## src/design/pds_pkg.sv

```systemverilog
// Types and constants of the PLL divider search.
package pds_pkg;

   localparam int TARGET_W   = 31;
   localparam int REF_W      = 27;
   localparam int FREQ_W     = 31;
   localparam int FREF_W     = 26;
   localparam int FOUT_W     = 27;
   localparam int PRE_IDX_W  = 5;
   localparam int FB_IDX_W   = 9;
   localparam int POST_IDX_W = 2;
   localparam int OSC_W      = 2;

   // Restoring divider: one quotient bit per step.
   localparam int DIV_STEPS  = REF_W;
   localparam int DIV_CNT_W  = 5;

   localparam logic [FREF_W-1:0] FREF_LO = 26'd800000;
   localparam logic [FREF_W-1:0] FREF_HI = 26'd8000000;
   localparam logic [27:0]       FVCO_LO = 28'd100000000;
   localparam logic [27:0]       FVCO_HI = 28'd200000000;
   localparam logic [FOUT_W-1:0] FOUT_HI = 27'd80000000;
   localparam logic [FREQ_W-1:0] NO_FREQ = 31'h7FFF_FFFF;
   localparam logic [REF_W-1:0]  FRC_RESET = 27'd7370000;

   // x / 32000 = ((x >> 8) * RECIP_125) >> RECIP_SHIFT, exact for x < 2^28.
   localparam logic [20:0] RECIP_125   = 21'd1073742;
   localparam int          RECIP_SHIFT = 27;

   localparam logic [POST_IDX_W-1:0] POST_DIV2     = 2'd0;
   localparam logic [POST_IDX_W-1:0] POST_DIV4     = 2'd1;
   localparam logic [POST_IDX_W-1:0] POST_DIV32000 = 2'd2;
   localparam logic [POST_IDX_W-1:0] POST_DIV8     = 2'd3;

   localparam logic [OSC_W-1:0] OSC_FRC     = 2'd0;
   localparam logic [OSC_W-1:0] OSC_FRC_PLL = 2'd1;
   localparam logic [OSC_W-1:0] OSC_PRI     = 2'd2;
   localparam logic [OSC_W-1:0] OSC_PRI_PLL = 2'd3;

   typedef struct packed {
      logic                  start;
      logic [REF_W-1:0]      ref_freq;
      logic [TARGET_W-1:0]   target_freq;
   } scan_cmd_type;

   typedef struct packed {
      logic                  done;
      logic                  found;
      logic [FREQ_W-1:0]     best_freq;
      logic [PRE_IDX_W-1:0]  pre_index;
      logic [FB_IDX_W-1:0]   fb_index;
      logic [POST_IDX_W-1:0] post_index;
   } scan_res_type;

endpackage

```

## src/design/pll_divider_search.sv

```systemverilog
// Top level of the PLL divider search: handshakes, FRC register, result register.
//
//   channel | direction | handshake             | word
//   req     | in        | req_valid/req_ready   | target, base frequency, source
//   rsp     | out       | rsp_valid/rsp_ready   | best frequency, indices, osc, found
//   csr     | in        | csr_valid/csr_ready   | FRC frequency
//
// A direct match goes from accept to T_EMIT and raises rsp_valid once the output
// register is free. A PLL search runs the serial divider for each prescaler and,
// for each prescaler whose reference lands in range, issues FB_COUNT * 4
// candidates through the evaluation pipeline, one candidate per cycle.
// req_ready is low from accept until the result sits in the output register.
// A stalled rsp holds the next result in the sequencer. Reset is synchronous.
module pll_divider_search #(
   parameter int PRE_COUNT = 32,
   parameter int FB_COUNT  = 512
) (
   input  logic                           clock,
   input  logic                           reset,
   input  logic                           req_valid,
   output logic                           req_ready,
   input  logic [pds_pkg::TARGET_W-1:0]   req_target_freq,
   input  logic [pds_pkg::REF_W-1:0]      req_base_freq,
   input  logic                           req_source,
   output logic                           rsp_valid,
   input  logic                           rsp_ready,
   output logic [pds_pkg::FREQ_W-1:0]     rsp_best_freq,
   output logic [pds_pkg::PRE_IDX_W-1:0]  rsp_pre_index,
   output logic [pds_pkg::FB_IDX_W-1:0]   rsp_fb_index,
   output logic [pds_pkg::POST_IDX_W-1:0] rsp_post_index,
   output logic [pds_pkg::OSC_W-1:0]      rsp_osc_select,
   output logic                           rsp_found,
   input  logic                           csr_valid,
   output logic                           csr_ready,
   input  logic [pds_pkg::REF_W-1:0]      csr_frc_freq
);

   typedef enum logic [1:0] {
      T_IDLE, T_SCAN, T_EMIT
   } state_type;

   state_type                      state_ff, state_in;
   logic [pds_pkg::REF_W-1:0]      frc_ff, frc_in;
   logic [pds_pkg::REF_W-1:0]      ref_ff, ref_in;
   logic                           direct_ff, direct_in;
   logic                           source_ff, source_in;
   logic                           rsp_valid_ff, rsp_valid_in;
   logic [pds_pkg::FREQ_W-1:0]     best_ff, best_in;
   logic [pds_pkg::PRE_IDX_W-1:0]  pre_ff, pre_in;
   logic [pds_pkg::FB_IDX_W-1:0]   fb_ff, fb_in;
   logic [pds_pkg::POST_IDX_W-1:0] post_ff, post_in;
   logic [pds_pkg::OSC_W-1:0]      osc_ff, osc_in;
   logic                           found_ff, found_in;

   logic                           accept;
   logic [pds_pkg::REF_W-1:0]      ref_sel;
   logic                           match;
   logic                           out_free;
   pds_pkg::scan_cmd_type          scan_cmd;
   pds_pkg::scan_res_type          scan_res;

   assign req_ready = (state_ff == T_IDLE);
   assign csr_ready = 1'b1;
   assign accept    = req_valid && req_ready;
   assign ref_sel   = req_source ? req_base_freq : frc_ff;
   assign match     = ({4'b0, ref_sel} == req_target_freq);
   assign out_free  = !rsp_valid_ff || rsp_ready;

   assign scan_cmd.start       = accept && !match;
   assign scan_cmd.ref_freq    = ref_sel;
   assign scan_cmd.target_freq = req_target_freq;

   pds_scan #(
      .PRE_COUNT(PRE_COUNT),
      .FB_COUNT (FB_COUNT)
   ) u_scan (
      .clock (clock),
      .reset (reset),
      .cmd   (scan_cmd),
      .res   (scan_res)
   );

   always_comb begin
      state_in     = state_ff;
      frc_in       = frc_ff;
      ref_in       = ref_ff;
      direct_in    = direct_ff;
      source_in    = source_ff;
      rsp_valid_in = rsp_valid_ff;
      best_in      = best_ff;
      pre_in       = pre_ff;
      fb_in        = fb_ff;
      post_in      = post_ff;
      osc_in       = osc_ff;
      found_in     = found_ff;
      if (csr_valid && csr_ready) begin
         frc_in = csr_frc_freq;
      end
      if (rsp_valid_ff && rsp_ready) begin
         rsp_valid_in = 1'b0;
      end
      case (state_ff)
         T_IDLE: begin
            if (accept) begin
               ref_in    = ref_sel;
               direct_in = match;
               source_in = req_source;
               state_in  = match ? T_EMIT : T_SCAN;
            end
         end
         T_SCAN: begin
            if (scan_res.done) begin
               state_in = T_EMIT;
            end
         end
         T_EMIT: begin
            // hold until the output register frees up
            if (out_free) begin
               rsp_valid_in = 1'b1;
               if (direct_ff) begin
                  best_in  = {4'b0, ref_ff};
                  pre_in   = '0;
                  fb_in    = '0;
                  post_in  = '0;
                  osc_in   = source_ff ? pds_pkg::OSC_PRI : pds_pkg::OSC_FRC;
                  found_in = 1'b1;
               end else begin
                  best_in  = scan_res.best_freq;
                  pre_in   = scan_res.pre_index;
                  fb_in    = scan_res.fb_index;
                  post_in  = scan_res.post_index;
                  osc_in   = source_ff ? pds_pkg::OSC_PRI_PLL : pds_pkg::OSC_FRC_PLL;
                  found_in = scan_res.found;
               end
               state_in = T_IDLE;
            end
         end
         default: begin
            state_in = T_IDLE;
         end
      endcase
   end

   always_ff @(posedge clock) begin
      if (reset) begin
         state_ff     <= T_IDLE;
         frc_ff       <= pds_pkg::FRC_RESET;
         rsp_valid_ff <= 1'b0;
      end else begin
         state_ff     <= state_in;
         frc_ff       <= frc_in;
         rsp_valid_ff <= rsp_valid_in;
      end
      ref_ff    <= ref_in;
      direct_ff <= direct_in;
      source_ff <= source_in;
      best_ff   <= best_in;
      pre_ff    <= pre_in;
      fb_ff     <= fb_in;
      post_ff   <= post_in;
      osc_ff    <= osc_in;
      found_ff  <= found_in;
   end

   assign rsp_valid      = rsp_valid_ff;
   assign rsp_best_freq  = best_ff;
   assign rsp_pre_index  = pre_ff;
   assign rsp_fb_index   = fb_ff;
   assign rsp_post_index = post_ff;
   assign rsp_osc_select = osc_ff;
   assign rsp_found      = found_ff;

endmodule

```

## src/design/pds_divider.sv

```systemverilog
// Restoring divider for the prescaled reference, one quotient bit per cycle.
module pds_divider #(
   parameter int DIV_W = 6
) (
   input  logic                       clock,
   input  logic                       reset,
   input  logic                       start,
   input  logic [pds_pkg::REF_W-1:0]  dividend,
   input  logic [DIV_W-1:0]           divisor,
   output logic                       done,
   output logic [pds_pkg::FREF_W-1:0] quotient
);

   logic                          busy_ff, busy_in;
   logic                          done_ff, done_in;
   logic [pds_pkg::DIV_CNT_W-1:0] cnt_ff, cnt_in;
   logic [DIV_W-1:0]              div_ff, div_in;
   logic [DIV_W-1:0]              rem_ff, rem_in;
   logic [pds_pkg::REF_W-1:0]     quo_ff, quo_in;
   logic [DIV_W:0]                shifted;
   logic [DIV_W+1:0]              trial;

   always_comb begin
      busy_in = busy_ff;
      done_in = 1'b0;
      cnt_in  = cnt_ff;
      div_in  = div_ff;
      rem_in  = rem_ff;
      quo_in  = quo_ff;
      shifted = {rem_ff, quo_ff[pds_pkg::REF_W-1]};
      trial   = {1'b0, shifted} - {2'b00, div_ff};
      if (start) begin
         busy_in = 1'b1;
         cnt_in  = '0;
         div_in  = divisor;
         rem_in  = '0;
         quo_in  = dividend;
      end else if (busy_ff) begin
         // keep the trial difference when it does not borrow
         if (!trial[DIV_W+1]) begin
            rem_in = trial[DIV_W-1:0];
         end else begin
            rem_in = shifted[DIV_W-1:0];
         end
         quo_in = {quo_ff[pds_pkg::REF_W-2:0], ~trial[DIV_W+1]};
         cnt_in = cnt_ff + 1'b1;
         if (cnt_ff == pds_pkg::DIV_CNT_W'(pds_pkg::DIV_STEPS - 1)) begin
            busy_in = 1'b0;
            done_in = 1'b1;
         end
      end
   end

   always_ff @(posedge clock) begin
      if (reset) begin
         busy_ff <= 1'b0;
         done_ff <= 1'b0;
      end else begin
         busy_ff <= busy_in;
         done_ff <= done_in;
      end
      cnt_ff <= cnt_in;
      div_ff <= div_in;
      rem_ff <= rem_in;
      quo_ff <= quo_in;
   end

   assign done     = done_ff;
   assign quotient = quo_ff[pds_pkg::FREF_W-1:0];

endmodule

```

## src/design/pds_scan.sv

```systemverilog
// Scan sequencer with the pipelined candidate evaluation unit.
module pds_scan #(
   parameter int PRE_COUNT = 32,
   parameter int FB_COUNT  = 512
) (
   input  logic                  clock,
   input  logic                  reset,
   input  pds_pkg::scan_cmd_type cmd,
   output pds_pkg::scan_res_type res
);

   localparam int PW = (PRE_COUNT > 1) ? $clog2(PRE_COUNT) : 1;
   localparam int FW = (FB_COUNT > 1) ? $clog2(FB_COUNT) : 1;
   localparam int DW = $clog2(PRE_COUNT + 2);
   localparam int MW = $clog2(FB_COUNT + 2);
   localparam int VW = pds_pkg::FREF_W + MW;

   typedef enum logic [2:0] {
      S_IDLE, S_DIVGO, S_DIV, S_SCAN, S_DRAIN, S_DONE
   } state_type;

   state_type state_ff, state_in;

   logic [pds_pkg::REF_W-1:0]      ref_ff, ref_in;
   logic [pds_pkg::TARGET_W-1:0]   target_ff, target_in;
   logic [PW-1:0]                  p_ff, p_in;
   logic [FW-1:0]                  f_ff, f_in;
   logic [pds_pkg::POST_IDX_W-1:0] q_ff, q_in;
   logic [pds_pkg::FREF_W-1:0]     fref_ff, fref_in;
   logic [VW-1:0]                  fvco_ff, fvco_in;

   // stage A: candidate issued
   logic                           a_valid_ff, a_valid_in;
   logic [VW-1:0]                  a_fvco_ff;
   logic [PW-1:0]                  a_p_ff;
   logic [FW-1:0]                  a_f_ff;
   logic [pds_pkg::POST_IDX_W-1:0] a_q_ff;

   // stage B: output frequency known
   logic                           b_valid_ff, b_valid_in;
   logic                           b_ok_ff, b_ok_in;
   logic [pds_pkg::FOUT_W-1:0]     b_fout_ff, b_fout_in;
   logic [PW-1:0]                  b_p_ff;
   logic [FW-1:0]                  b_f_ff;
   logic [pds_pkg::POST_IDX_W-1:0] b_q_ff;

   // best so far
   logic                           found_ff, found_in;
   logic [pds_pkg::FREQ_W-1:0]     best_ff, best_in;
   logic [pds_pkg::FREQ_W-1:0]     dmin_ff, dmin_in;
   logic [PW-1:0]                  bp_ff, bp_in;
   logic [FW-1:0]                  bf_ff, bf_in;
   logic [pds_pkg::POST_IDX_W-1:0] bq_ff, bq_in;

   logic                           div_start;
   logic [DW-1:0]                  div_divisor;
   logic                           div_done;
   logic [pds_pkg::FREF_W-1:0]     div_quo;
   logic                           fref_ok;
   logic                           issue;
   logic                           last_p, last_f, last_q;

   logic [19:0]                    recip_y;
   logic [40:0]                    recip_prod;
   logic [pds_pkg::FREQ_W-1:0]     fout_ext;
   logic [pds_pkg::FREQ_W-1:0]     ferr;
   logic                           take;

   assign div_start   = (state_ff == S_DIVGO);
   assign div_divisor = DW'(p_ff) + DW'(2);

   pds_divider #(
      .DIV_W(DW)
   ) u_div (
      .clock    (clock),
      .reset    (reset),
      .start    (div_start),
      .dividend (ref_ff),
      .divisor  (div_divisor),
      .done     (div_done),
      .quotient (div_quo)
   );

   assign fref_ok = (div_quo > pds_pkg::FREF_LO) && (div_quo < pds_pkg::FREF_HI);
   assign last_p  = (p_ff == PW'(PRE_COUNT - 1));
   assign last_f  = (f_ff == FW'(FB_COUNT - 1));
   assign last_q  = (q_ff == pds_pkg::POST_DIV8);
   assign issue   = (state_ff == S_SCAN);

   // sequencer
   always_comb begin
      state_in  = state_ff;
      ref_in    = ref_ff;
      target_in = target_ff;
      p_in      = p_ff;
      f_in      = f_ff;
      q_in      = q_ff;
      fref_in   = fref_ff;
      fvco_in   = fvco_ff;
      case (state_ff)
         S_IDLE: begin
            if (cmd.start) begin
               ref_in    = cmd.ref_freq;
               target_in = cmd.target_freq;
               p_in      = '0;
               state_in  = S_DIVGO;
            end
         end
         S_DIVGO: begin
            state_in = S_DIV;
         end
         S_DIV: begin
            if (div_done) begin
               fref_in = div_quo;
               fvco_in = VW'({div_quo, 1'b0});
               f_in    = '0;
               q_in    = pds_pkg::POST_DIV2;
               if (fref_ok) begin
                  state_in = S_SCAN;
               end else if (last_p) begin
                  state_in = S_DRAIN;
               end else begin
                  // no candidate of this prescaler can pass, skip it
                  p_in     = p_ff + 1'b1;
                  state_in = S_DIVGO;
               end
            end
         end
         S_SCAN: begin
            q_in = q_ff + 1'b1;
            if (last_q) begin
               fvco_in = fvco_ff + VW'(fref_ff);
               f_in    = f_ff + 1'b1;
               if (last_f) begin
                  if (last_p) begin
                     state_in = S_DRAIN;
                  end else begin
                     p_in     = p_ff + 1'b1;
                     state_in = S_DIVGO;
                  end
               end
            end
         end
         S_DRAIN: begin
            if (!a_valid_ff && !b_valid_ff) begin
               state_in = S_DONE;
            end
         end
         S_DONE: begin
            state_in = S_IDLE;
         end
         default: begin
            state_in = S_IDLE;
         end
      endcase
   end

   // stage B: postscale the VCO frequency
   assign recip_y    = a_fvco_ff[27:8];
   assign recip_prod = {21'b0, recip_y} * {20'b0, pds_pkg::RECIP_125};

   always_comb begin
      b_valid_in = a_valid_ff;
      b_ok_in    = (a_fvco_ff > VW'(pds_pkg::FVCO_LO)) && (a_fvco_ff < VW'(pds_pkg::FVCO_HI));
      case (a_q_ff)
         pds_pkg::POST_DIV2:     b_fout_in = a_fvco_ff[27:1];
         pds_pkg::POST_DIV4:     b_fout_in = {1'b0, a_fvco_ff[27:2]};
         pds_pkg::POST_DIV32000: b_fout_in = {13'b0, recip_prod[40:pds_pkg::RECIP_SHIFT]};
         pds_pkg::POST_DIV8:     b_fout_in = {2'b0, a_fvco_ff[27:3]};
         default:                b_fout_in = '0;
      endcase
   end

   // stage C: compare against the best so far, first strict minimum wins
   assign fout_ext = {4'b0, b_fout_ff};
   assign ferr     = (target_ff > fout_ext) ? (target_ff - fout_ext) : (fout_ext - target_ff);
   assign take     = b_valid_ff && b_ok_ff && (b_fout_ff < pds_pkg::FOUT_HI) && (ferr < dmin_ff);

   always_comb begin
      a_valid_in = issue;
      found_in   = found_ff;
      best_in    = best_ff;
      dmin_in    = dmin_ff;
      bp_in      = bp_ff;
      bf_in      = bf_ff;
      bq_in      = bq_ff;
      if (state_ff == S_IDLE && cmd.start) begin
         found_in = 1'b0;
         best_in  = pds_pkg::NO_FREQ;
         dmin_in  = pds_pkg::NO_FREQ;
         bp_in    = '0;
         bf_in    = '0;
         bq_in    = '0;
      end else if (take) begin
         found_in = 1'b1;
         best_in  = fout_ext;
         dmin_in  = ferr;
         bp_in    = b_p_ff;
         bf_in    = b_f_ff;
         bq_in    = b_q_ff;
      end
   end

   always_ff @(posedge clock) begin
      if (reset) begin
         state_ff   <= S_IDLE;
         a_valid_ff <= 1'b0;
         b_valid_ff <= 1'b0;
      end else begin
         state_ff   <= state_in;
         a_valid_ff <= a_valid_in;
         b_valid_ff <= b_valid_in;
      end
   end

   always_ff @(posedge clock) begin
      ref_ff    <= ref_in;
      target_ff <= target_in;
      p_ff      <= p_in;
      f_ff      <= f_in;
      q_ff      <= q_in;
      fref_ff   <= fref_in;
      fvco_ff   <= fvco_in;
      a_fvco_ff <= fvco_ff;
      a_p_ff    <= p_ff;
      a_f_ff    <= f_ff;
      a_q_ff    <= q_ff;
      b_ok_ff   <= b_ok_in;
      b_fout_ff <= b_fout_in;
      b_p_ff    <= a_p_ff;
      b_f_ff    <= a_f_ff;
      b_q_ff    <= a_q_ff;
      found_ff  <= found_in;
      best_ff   <= best_in;
      dmin_ff   <= dmin_in;
      bp_ff     <= bp_in;
      bf_ff     <= bf_in;
      bq_ff     <= bq_in;
   end

   assign res.done       = (state_ff == S_DONE);
   assign res.found      = found_ff;
   assign res.best_freq  = best_ff;
   assign res.pre_index  = pds_pkg::PRE_IDX_W'(bp_ff);
   assign res.fb_index   = pds_pkg::FB_IDX_W'(bf_ff);
   assign res.post_index = bq_ff;

endmodule

```

## config.mk

```make
export PLATFORM = sky130hd
export DESIGN_NAME = pll_divider_search
export DESIGN_NICKNAME = d
export VERILOG_FILES = /design/src/design/pds_pkg.sv /design/src/design/pll_divider_search.sv /design/src/design/pds_divider.sv /design/src/design/pds_scan.sv
export SDC_FILE = /design/constraint.sdc
export NUM_CORES = 1
export LEC_CHECK = 0
export BUFFER_PORTS_ARGS = -buffer_cell sky130_fd_sc_hd__buf_2
export CAP_MARGIN = 20
export CORE_ASPECT_RATIO = 0.9
export CORE_MARGIN = 3
export CORE_UTILIZATION = 50
export CTS_CLUSTER_DIAMETER = 40
export CTS_CLUSTER_SIZE = 16
export DETAILED_ROUTE_END_ITERATION = 8
export PLACE_DENSITY = 0.65
export SLEW_MARGIN = 10
export SYNTH_ARGS = -nofsm -noshare
export SYNTH_HDL_FRONTEND = slang
export SYNTH_HIERARCHICAL = 1
export SYNTH_SLANG_ARGS = --single-unit
```

## constraint.sdc

```tcl
create_clock -name clock -period 8.55 [get_ports clock]
set_input_delay 2.1375 -clock clock [delete_from_list [all_inputs] [get_ports clock]]
set_output_delay 2.1375 -clock clock [all_outputs]
set_load 0.01 [all_outputs]
```

==> impl_metrics.env <==
export IMPL_outcome="complete, no violations"
export IMPL_r2r_slack_ps=1820
export IMPL_synthDistinctLibCells=96
export IMPL_via_count=19500
export IMPL_r2r_start="u_scan/a_fvco_ff[17]"
export IMPL_power_density_mw_per_mm2=213
export IMPL_post_route_period_util_pct=78.7
export IMPL_cts_path_max_buffers=3
export IMPL_start_util_pct=51.1
export IMPL_core_area_mm2=0.0548
export IMPL_syn_inst=2593
export IMPL_rsz0062_at_grt="no"
export IMPL_max_freq_mhz=149
export IMPL_antenna_found_initial=2
export IMPL_multi_input_area_mm2=0.0143
export IMPL_startpoint="u_scan/a_fvco_ff[17]"
export IMPL_final_nets=3185
export IMPL_syn_nets=3077
export IMPL_pin_count=144
export IMPL_seq_area_frac_synth_pct=42.3
export IMPL_cts_buffers_inserted=67
export IMPL_power_w=0.00674
export IMPL_grt_max_degree=70
export IMPL_place_congestion=0.939
export IMPL_grt_use_total_pct=25.2
export IMPL_p_leak_nw=14.5
export IMPL_die_w_um=255
export IMPL_finClkSkew_ps=49.3
export IMPL_synth_most_common_cell="inv_1"
export IMPL_worstHoldPathCells=0
export IMPL_path_clk_slew_ps=60
export IMPL_timing_max_cap_violations=0
export IMPL_final_cells=3503
export IMPL_whs_ps=323
export IMPL_synth_area_top_cells="edfxtp_1 27%, dfxtp_1 16%, ha_1 14%"
export IMPL_synth_top_area_share_pct=26.6
export IMPL_ys_warnings_count=6
export IMPL_dpl_cell_count=3378
export IMPL_grt_pass1_wl_um=115000
export IMPL_io_buffers=142
export IMPL_yosysTopAreaCell="edfxtp_1"
export IMPL_path_cells="inv_1 > ha_1 > inv_1 > ha_1 > inv_1 > fa_1 > fa_1 > inv_1 > fa_1 > fa_1 > ha_1 > ha_1 > and4_1 > nand3_1 > a211o_1 > o2111a_1 > nor4b_1 > o32a_1 > a21o_1 > a21oi_2 > xnor2_1 > mux4_2"
export IMPL_chipHeight_um=230
export IMPL_setup_violations_final=0
export IMPL_first_pass_iters=6
export IMPL_routed_via_density=5.57
export IMPL_drt_iter0_drc=1754
export IMPL_drc_errors=0
export IMPL_rows=81
export IMPL_synth_main_ff_cell="edfxtp_1"
export IMPL_area_growth_pct=13.0
export IMPL_nFillCells=4574
export IMPL_hold_viol=0
export IMPL_worstPathArrival_ps=7220
export IMPL_post_cts_resized=0
export IMPL_max_slew_margin_rel_pct=42.5
export IMPL_crit_type="reg2reg"
export IMPL_ys_ff_latch=468
export IMPL_synth_area_mm2=0.0280
export IMPL_synth_edf_count=248
export IMPL_synth_top_cells_by_count="331 x inv_1, 304 x ha_1, 248 x edfxtp_1, 220 x dfxtp_1, 151 x nor2_1"
export IMPL_clk_latency_ps=620
export IMPL_max_vdd_ir_drop_mv=0.229
export IMPL_hold_path_end="u_scan/b_f_ff[2]"
export IMPL_endpoint_kind="register"
export IMPL_r2r_end="u_scan/b_fout_ff[12]"
export IMPL_cts_max_level=3
export IMPL_grt_pass1_vias=19500
export IMPL_rr_worst_depth=22
export IMPL_ctsHoldBuffers=0
export IMPL_critPathMaxFanout=10
export IMPL_timing_final_max_slew_violations=0
export IMPL_synthArstFlopShare_pct=0
export IMPL_worst_pin_slew_ps=863
export IMPL_dp_hpwl_um=57400
export IMPL_cts_tree="built"
export IMPL_min_from="u_scan/a_f_ff[2]"
export IMPL_drive_gt1_share_pct=15.4
export IMPL_register_area_mm2=0.0119
export IMPL_cts_root_buf="clkbuf_16"
export IMPL_post_cts_buffers=0
export IMPL_setup_tns_ps=0
export IMPL_wirelength_um=74000
export IMPL_required_ps=9040
export IMPL_min_path_type="reg2reg"
export IMPL_finish_utilization_pct=57.7
export IMPL_antenna_left=0
export IMPL_crit_path_start_kind="register"
export IMPL_grt_overflow_total=0
export IMPL_wl_per_cell_um=21.1
export IMPL_slowest_delay_ps=730
export IMPL_critPathTopFamily="adder cells"
export IMPL_dieArea_mm2=0.0589
export IMPL_crit_path_top_delay_cell="dfxtp_1"
export IMPL_cts_sink_count=468
export IMPL_timing_critical_path_buf_inv=4
export IMPL_fin_crit_ps=6730
export IMPL_avgSynthCellArea_um2=10.8
worst reg2reg max path: stages (launching register included):
cell and delay (ps):
dfxtp_1 730, inv_1 130, ha_1 300, inv_1 110, ha_1 150, inv_1 50, fa_1 490, fa_1 490
inv_1 50, fa_1 500, fa_1 490, ha_1 320, ha_1 300, and4_1 180, nand3_1 140, a211o_1 330
o2111a_1 290, nor4b_1 460, o32a_1 270, a21o_1 170, a21oi_2 80, xnor2_1 130, mux4_2 450
per-layer routing:
metal  vias to the layer above  share of wire, %  routed length (um)  GRT usage, %
li1                       9268                 -                   -             -
met1                      9476                47               34800          36.6
met2                       657                43               32100          38.5
met3                       116               6.6                4870          4.43
met4                         0               3.1                2280          7.92
met5                         -                 0                   0             0
logic make-up after synthesis:
family          after synthesis  share of synthesized area, %
compound gates              479                          11.4
other cells                   1                        0.0134
flops                       468                          42.3
xor+xnor                    112                          3.64
simple gates                526                          9.13
fa+ha+maj                   393                          19.9
buf+inv                     451                          6.80
mux                         163                          6.77
power breakdown:
part,switching [W],internal (W),leakage [nW]
Clock,0.00115,0.00179,1.19
Combinational,0.000637,0.000448,9.18
Sequential,0.000151,0.00256,4.14
how the worst max path moves through the flow:
stage	endpoint	slack (ps)	depth (start not counted)
CTS	u_scan/b_fout_ff[12]	1870	22
detailed placement	u_scan/b_fout_ff[12]	1870	22
finish	u_scan/b_fout_ff[12]	1820	22
floorplan	u_scan/ref_ff[0]	1910	8
global placement	u_scan/dmin_ff[26]	1950	20
global route	u_scan/dmin_ff[11]	1270	22
layout by cell type (no fill, tap or decap), types with 56 or more instances in the layout:
master / count
a21o_1: 56
a21oi_1: 117
buf_2: 142
clkbuf_16: 70
dfxtp_1: 220
edfxtp_1: 248
fa_1: 89
ha_1: 304
inv_1: 331
mux2_2: 78
mux2i_1: 70
nand2_1: 145
nor2_1: 150
o21ai_0: 85
xor2_1: 67
through the flow:
stage	worst slack, ps	area (um^2)
after floorplan	1910	28000
after global placement	1950	29100
after detailed placement	1870	29100
after CTS	1870	31600
after global routing	1270	31600
final	1820	31600
state kept, by name, summed over array words and instances, names as in the netlist, 28 cells and up:
name / flops
u_scan/dmin_ff: 31
u_scan/a_fvco_ff: 36
u_scan/fvco_ff: 36
u_scan/target_ff: 31
rsp_best_freq: 31
u_scan/best_ff: 28
area by class of cell:
type / instances / share of cell area, %
diodes: 1 / 0.00791
clock buffers: 74 / 5.65
clock inverters: 49 / 2.10
inverters: 332 / 3.94
multi-input cells: 1674 / 45.2
flip-flops and latches: 468 / 37.5
well taps: 747 / 2.96
repair buffers: 158 / 2.69
Note: power is estimated with default switching activity, not from simulation.
